===== src/rtl/qrv_pkg.sv =====
// Shared types, widths and register codes for the quaternion rotation unit.
`timescale 1ns / 1ps

package qrv_pkg;

  // register and field widths
  localparam int REG_W              = 16;
  localparam int CFG_IDX_W          = 4;
  localparam int COORD_W            = 24;
  localparam int DEF_QUAT_FRAC_BITS = 14;

  // datapath widths, all exact
  localparam int PROD_W = COORD_W + REG_W;     // q * p product
  localparam int T_W    = PROD_W + 2;          // three-term sum of products
  localparam int LO_W   = 16;                  // low slice of t
  localparam int HI_W   = T_W - LO_W;          // high slice of t, signed
  localparam int COEF_W = REG_W + 1;           // conj coefficient, may be negated
  localparam int HP_W   = HI_W + COEF_W;       // high partial product
  localparam int LP_W   = LO_W + 1 + COEF_W;   // low partial product
  localparam int HS_W   = HP_W + 2;            // sum of four high products
  localparam int LS_W   = LP_W + 2;            // sum of four low products

  localparam int NUM_AXES  = 3;
  localparam int NUM_TERMS = 4;
  localparam int LAT       = 6;                // start to done, in cycles

  typedef enum logic [CFG_IDX_W-1:0] {
    REG_ROT_REAL = 4'd0,
    REG_ROT_I    = 4'd1,
    REG_ROT_J    = 4'd2,
    REG_ROT_K    = 4'd3
  } cfg_reg_t;

  typedef struct packed {
    logic signed [COORD_W-1:0] pt_x;
    logic signed [COORD_W-1:0] pt_y;
    logic signed [COORD_W-1:0] pt_z;
  } pt_t;

  typedef struct packed {
    logic signed [COORD_W-1:0] rot_x;
    logic signed [COORD_W-1:0] rot_y;
    logic signed [COORD_W-1:0] rot_z;
    logic                      clipped;
  } res_t;

  typedef struct packed {
    logic signed [REG_W-1:0] w;
    logic signed [REG_W-1:0] x;
    logic signed [REG_W-1:0] y;
    logic signed [REG_W-1:0] z;
  } quat_t;

  typedef struct packed {
    logic signed [T_W-1:0] tw;
    logic signed [T_W-1:0] tx;
    logic signed [T_W-1:0] ty;
    logic signed [T_W-1:0] tz;
  } t_vec_t;

  typedef struct packed {
    logic signed [HS_W-1:0] hs;
    logic signed [LS_W-1:0] ls;
  } psum_t;

endpackage


===== src/rtl/qrv_round.sv =====
// Final stages: merge slices, round half up, shift and saturate.
`timescale 1ns / 1ps

module qrv_round #(
  parameter int QUAT_FRAC_BITS = qrv_pkg::DEF_QUAT_FRAC_BITS
) (
  input  logic         clk,
  input  logic         rst,
  input  logic         in_valid,
  input  qrv_pkg::psum_t [qrv_pkg::NUM_AXES-1:0] psum,
  output logic         done,
  output qrv_pkg::res_t result
);
  import qrv_pkg::*;

  localparam int SHIFT = 2 * QUAT_FRAC_BITS;
  localparam int SUM_W = (HS_W + LO_W + 1 > SHIFT + 2) ? HS_W + LO_W + 1 : SHIFT + 2;
  localparam logic signed [SUM_W-1:0] RND  = SUM_W'(1) <<< (SHIFT - 1);
  localparam logic signed [SUM_W-1:0] MAXV =
    {{(SUM_W-COORD_W+1){1'b0}}, {(COORD_W-1){1'b1}}};
  localparam logic signed [SUM_W-1:0] MINV =
    {{(SUM_W-COORD_W+1){1'b1}}, {(COORD_W-1){1'b0}}};

  logic signed [SUM_W-1:0]   sum [NUM_AXES];
  logic signed [SUM_W-1:0]   sh  [NUM_AXES];
  logic signed [COORD_W-1:0] r   [NUM_AXES];
  logic [NUM_AXES-1:0]       sat;
  logic                      v5;

  // stage 5: exact sum plus half an output LSB
  always_ff @(posedge clk) begin
    for (int k = 0; k < NUM_AXES; k++) begin
      sum[k] <= (SUM_W'(psum[k].hs) <<< LO_W) + SUM_W'(psum[k].ls) + RND;
    end
  end

  always_comb begin
    for (int k = 0; k < NUM_AXES; k++) begin
      sh[k]  = sum[k] >>> SHIFT;
      sat[k] = 1'b0;
      r[k]   = sh[k][COORD_W-1:0];
      if (sh[k] > MAXV) begin
        sat[k] = 1'b1;
        r[k]   = MAXV[COORD_W-1:0];
      end else if (sh[k] < MINV) begin
        sat[k] = 1'b1;
        r[k]   = MINV[COORD_W-1:0];
      end
    end
  end

  // stage 6: output word
  always_ff @(posedge clk) begin
    result.rot_x   <= r[0];
    result.rot_y   <= r[1];
    result.rot_z   <= r[2];
    result.clipped <= |sat;
  end

  always_ff @(posedge clk) begin
    if (rst) begin
      v5   <= 1'b0;
      done <= 1'b0;
    end else begin
      v5   <= in_valid;
      done <= v5;
    end
  end

endmodule


===== config.mk =====
export PLATFORM = sky130hd
export DESIGN_NAME = qrv_round
export DESIGN_NICKNAME = d
export VERILOG_FILES = /design/src/rtl/qrv_pkg.sv /design/src/rtl/qrv_round.sv
export SDC_FILE = /design/constraint.sdc
export NUM_CORES = 1
export LEC_CHECK = 0
export BUFFER_PORTS_ARGS = -buffer_cell sky130_fd_sc_hd__buf_4
export CAP_MARGIN = 0
export CORE_MARGIN = 2
export CORE_UTILIZATION = 58
export DETAILED_ROUTE_END_ITERATION = 6
export PLACE_DENSITY = 0.9
export SYNTH_ARGS = -nofsm -noshare
export SYNTH_HDL_FRONTEND = slang
export SYNTH_SLANG_ARGS = --single-unit

===== constraint.sdc =====
create_clock -name clk -period 6.2 [get_ports clk]
set_clock_uncertainty 0.1 [all_clocks]
set_input_delay 0.93 -clock clk [delete_from_list [all_inputs] [get_ports clk]]
set_output_delay 0.93 -clock clk [all_outputs]
set_load 0.02 [all_outputs]

==> implementation parameters <==
Parameter                              Value

Pwr
  Share of power burned in combinational logic ... 37.1%
  Part of the power in registers ... 37.5%
  Internal power ... 2.85 mW
  Static Leakage ... 7.62 nW
  Share of power burned in the clock network ... 25.4%
  Switching share of power ... 33.1%
  Highest ir drop seen on vdd ... 155 µV
  Net switching power of the design ... 1.41 mW
  Pwr per Cell Area ... 296 nW/µm²

Die
  Vert. Die Dim ... 144 µm
  Number of rows in the core area ... 51
  Area of the die ... 20900 µm²
  Effective utilization at floorplan ... 59.0%
  Top-level I/O count ... 320
  Chip Width ... 144 µm
  Core area ... 19400 µm²

Timing
  Total of endpoints with negative setup slack in the final report ... 0
  Hold Violations, Final ... 0
  Maximum operating frequency ... 267 MHz
  Worst slew margin ... 29.9%
  Final TNS setup ... 0 ns
  Minimum clock period ... 3.74 ns
  Setup repair after global routing missed its margin ... false
  Period utilization ... 60.3%
  Transition time of the tightest slew-check pin ... 1.05 ns
  Number of max-slew violations in the final report ... 0
  Hold Slack ... 0.314 ns

Synthesis
  Mapped cell area ... 11400 µm²
  Post-Syn Instances ... 1162
  Fraction of the yosys area taken by sequential cells ... 31.0%
  Synth unique cells ... 66
  Post-synth ARST share ... 0%
  Mean instance size in the synthesized netlist ... 9.85 µm²
  Yosys reg bits ... 177
  Primary FF master, synth ... sky130_fd_sc_hd__dfxtp_1
  Synth Net Count ... 1669
  Warnings, synthesis ... 0
  EDFF count, synth ... 0

CTS
  Clock buffer count from CTS ... 17
  Post-CTS setup-driven buffer insertion count ... 0
  Clock Sinks ... 177
  Later-pin clock latency in the skew report ... 0.42 ns
  CTS tree ... done
  Number of H-tree levels ... 4
  Quantity of gates resized following cts ... 0
  Quantity of hold-fixing buffers added after cts ... 0
  Maximum clock path buffer count ... 2
  Clock root buffer ... sky130_fd_sc_hd__clkbuf_16
  Clock Pin Slew Worst Setup and Hold Paths ... 0.07 ns

Drt
  Total length of routed wires ... 27900 µm
  Iter 0 DRT Violations ... 349
  Routed Antenna Nets ... 0
  Via Count ... 9903
  Routed vias/inst ... 5.78
  Number of remaining DRC errors ... 0
  Average detailed-routed wire length per instance ... 16.3 µm
  Number of iterations in the first detailed-routing pass ... 5

Worst setup path
  Startpoint type of the worst setup path ... input pin
  WS Path Type ... in2reg
  Top cell by count, worst path ... sky130_fd_sc_hd__a21oi_1
  Critical-path top delay cell ... sky130_fd_sc_hd__a211oi_1
  Slowest Stage Delay on Critical Path ... 0.40 ns
  Endpoint kind of the worst setup timing path ... flop
  CP Max Fanout ... 26
  Data required time of the worst path ... 6.41 ns
  CP Buf/Inv Count ... 1
  Crit-path cells ... buf_4, ha_1, ha_1, a21o_1, a21o_1, a21oi_1, a21oi_1, a31oi_2, a211o_1, a21oi_1, a211oi_1, o21ai_1, xnor2_1
  Arrival @ worst endpoint ... 3.95 ns
  Crit-path leading delay family ... compound AO/OA/AOI/OAI gates

Layout
  Fill cell count ... 1374
  Antenna diode count ... 0
  Area Growth Syn to Fin ... 26.1%
  Fraction of final layout cells sized beyond drive strength 1 ... 22.6%
  Number of nets in the layout ... 1945

Global route
  Total overflow reported by the global router ... 0
  Global-route usage over all layers ... 26.7%
  Number of global-route vias before repair ... 9854
  Pin count of the biggest net entering global routing ... 27
  First-pass GRT wire length ... 45000 µm
  Initial antenna violation count ... 0

Worst hold path
  Worst min-delay path class ... reg2reg

Run status
  Status ... finished clean

Place
  Buffers on Ports ... 271
  Hpwl dp ... 21600 µm
  RD Place Congestion ... 0.893

Flow run
  Max-cap violations ... 0
-- cells by family (layout without fill, tap and decap cells) --
| family | after synthesis | in the layout | synth area share [%] |
|---|---|---|---|
| simple gates | 201 | 201 | 9.14 |
| flops | 177 | 177 | 31.0 |
| buf+inv | 53 | 340 | 1.74 |
| xor+xnor | 96 | 96 | 7.34 |
| fa+ha+maj | 261 | 261 | 28.5 |
| compound gates | 374 | 374 | 22.3 |
-- metrics by stage --
step / total power [mW] / util [%] / setup WS (ns) / area, µm² / std cells
3_5_place_dp: 3.18 / 71.3 / 2.04 / 13800 / 1684
5_1_grt: 4.51 / 74.4 / 2.27 / 14400 / 1714
3_3_place_gp: 3.11 / 71.3 / 2.16 / 13800 / 1684
4_1_cts: 4.28 / 74.4 / 2.48 / 14400 / 1714
2_1_floorplan: 2.59 / - / 2.60 / 11400 / 1162
6_report: 4.27 / 74.4 / 2.46 / 14400 / 1714
-- routing by layer --
metal  up-vias  part of all wire, %  GRT usage [%]
met1      4580                   39           30.2
li1       4861                    -              -
met2       366                   50           47.9
met4         0                  4.4           13.4
met3        96                  6.1           5.17
met5         -                    0              0
-- Yosys cell counts (2+ instances only) --
cell                          n  area share [%]
sky130_fd_sc_hd__o21a_1      11            0.72
sky130_fd_sc_hd__o31ai_2      2            0.22
sky130_fd_sc_hd__xnor2_1     56             4.3
sky130_fd_sc_hd__nand2b_1    10            0.55
sky130_fd_sc_hd__and4_1       6            0.46
sky130_fd_sc_hd__o31ai_1      5            0.33
sky130_fd_sc_hd__nor4_1       7            0.38
sky130_fd_sc_hd__a41o_1       2            0.17
sky130_fd_sc_hd__and3_1      11            0.60
sky130_fd_sc_hd__a21oi_1     96             4.2
sky130_fd_sc_hd__and2_1       8            0.44
sky130_fd_sc_hd__nor2b_1     18            0.98
sky130_fd_sc_hd__o211ai_1     4            0.26
sky130_fd_sc_hd__a31oi_1     16            0.87
sky130_fd_sc_hd__inv_1       35             1.1
sky130_fd_sc_hd__a21o_1     137             9.0
sky130_fd_sc_hd__o21ai_0     33             1.4
sky130_fd_sc_hd__nor3_1       8            0.35
sky130_fd_sc_hd__o21ai_1     13            0.57
sky130_fd_sc_hd__a211o_1      4            0.31
sky130_fd_sc_hd__a311oi_1     2            0.15
sky130_fd_sc_hd__a21boi_0     4            0.26
sky130_fd_sc_hd__or2_2        3            0.16
sky130_fd_sc_hd__xor2_1      40             3.1
sky130_fd_sc_hd__ha_1       261              29
sky130_fd_sc_hd__a211oi_1     4            0.26
sky130_fd_sc_hd__nand2_1     41             1.3
sky130_fd_sc_hd__clkbuf_1    18            0.59
sky130_fd_sc_hd__dfxtp_1    177              31
sky130_fd_sc_hd__o21bai_1    10            0.66
sky130_fd_sc_hd__a31o_2       2            0.15
sky130_fd_sc_hd__nor2_1      41             1.3
sky130_fd_sc_hd__or3_1        2            0.11
sky130_fd_sc_hd__nand3_1     19            0.83
sky130_fd_sc_hd__nand4b_1     2            0.15
sky130_fd_sc_hd__a2bb2oi_1    2            0.15
sky130_fd_sc_hd__a221oi_1     3            0.23
sky130_fd_sc_hd__a21boi_1     2            0.13
sky130_fd_sc_hd__nand4_1     20             1.1
-- worst register-to-register path: cells and delay by family, from the launching register on --
kind	cells	cell delay, ns
and+or+nand+nor	3	0.65
AOI/OAI and AO/OA	1	0.91
DFF	1	0.35
-- flip-flops by register name, indices dropped and copies added (netlist names) --
signal  cells
done        1
result     73
sum       102
v5          1
-- worst paths after layout --
check | startpoint | endpoint | slack (ns) | depth (start not counted)
worst max-delay path | psum[35] | sum[0][61] | 2.46 | 13
worst min-delay path | sum[0][185] | result[24] | 0.31 | 0
worst max register to register | sum[0][176] | result[0] | 4.09 | 4
worst min register to register | sum[0][185] | result[24] | 0.31 | 0
-- power by group through the flow --
stage               Combinational (mW)  Clock, mW  Sequential (mW)
finish                            1.58       1.08             1.60
global route                      1.74       1.15             1.63
CTS                               1.58       1.09             1.60
detailed placement                1.56          0             1.62
global placement                  1.50          0             1.60
floorplan                        0.830          0             1.76
-- area by class of cell --
type	count	area (µm²)	share of cell area (%)
clock buffers	22	464	3.22
clock inverters	8	130	0.902
inverters	35	131	0.910
multi-input cells	932	7770	53.8
flip-flops and latches	177	3540	24.6
well taps	265	332	2.30
repair buffers	275	2060	14.3
-- layout by cell type (no fill, tap or decap), drive strengths merged, types with 5 or more instances in the layout --
| master | n |
|---|---|
| dfxtp | 177 |
| clkbuf | 22 |
| o21a | 11 |
| o21ai | 47 |
| o31ai | 8 |
| a21oi | 97 |
| and3 | 11 |
| a21o | 137 |
| a31oi | 17 |
| o21bai | 10 |
| ha | 261 |
| inv | 36 |
| nand2 | 41 |
| nand4 | 20 |
| a21boi | 6 |
| xnor2 | 56 |
| xor2 | 40 |
| a221oi | 5 |
| nand3 | 19 |
| buf | 275 |
| and2 | 8 |
| nor2b | 18 |
| nor3 | 8 |
| nor2 | 42 |
| nand2b | 10 |
| and4 | 6 |
| nor4 | 7 |
No activity file was read; power rests on OpenSTA's default activity.
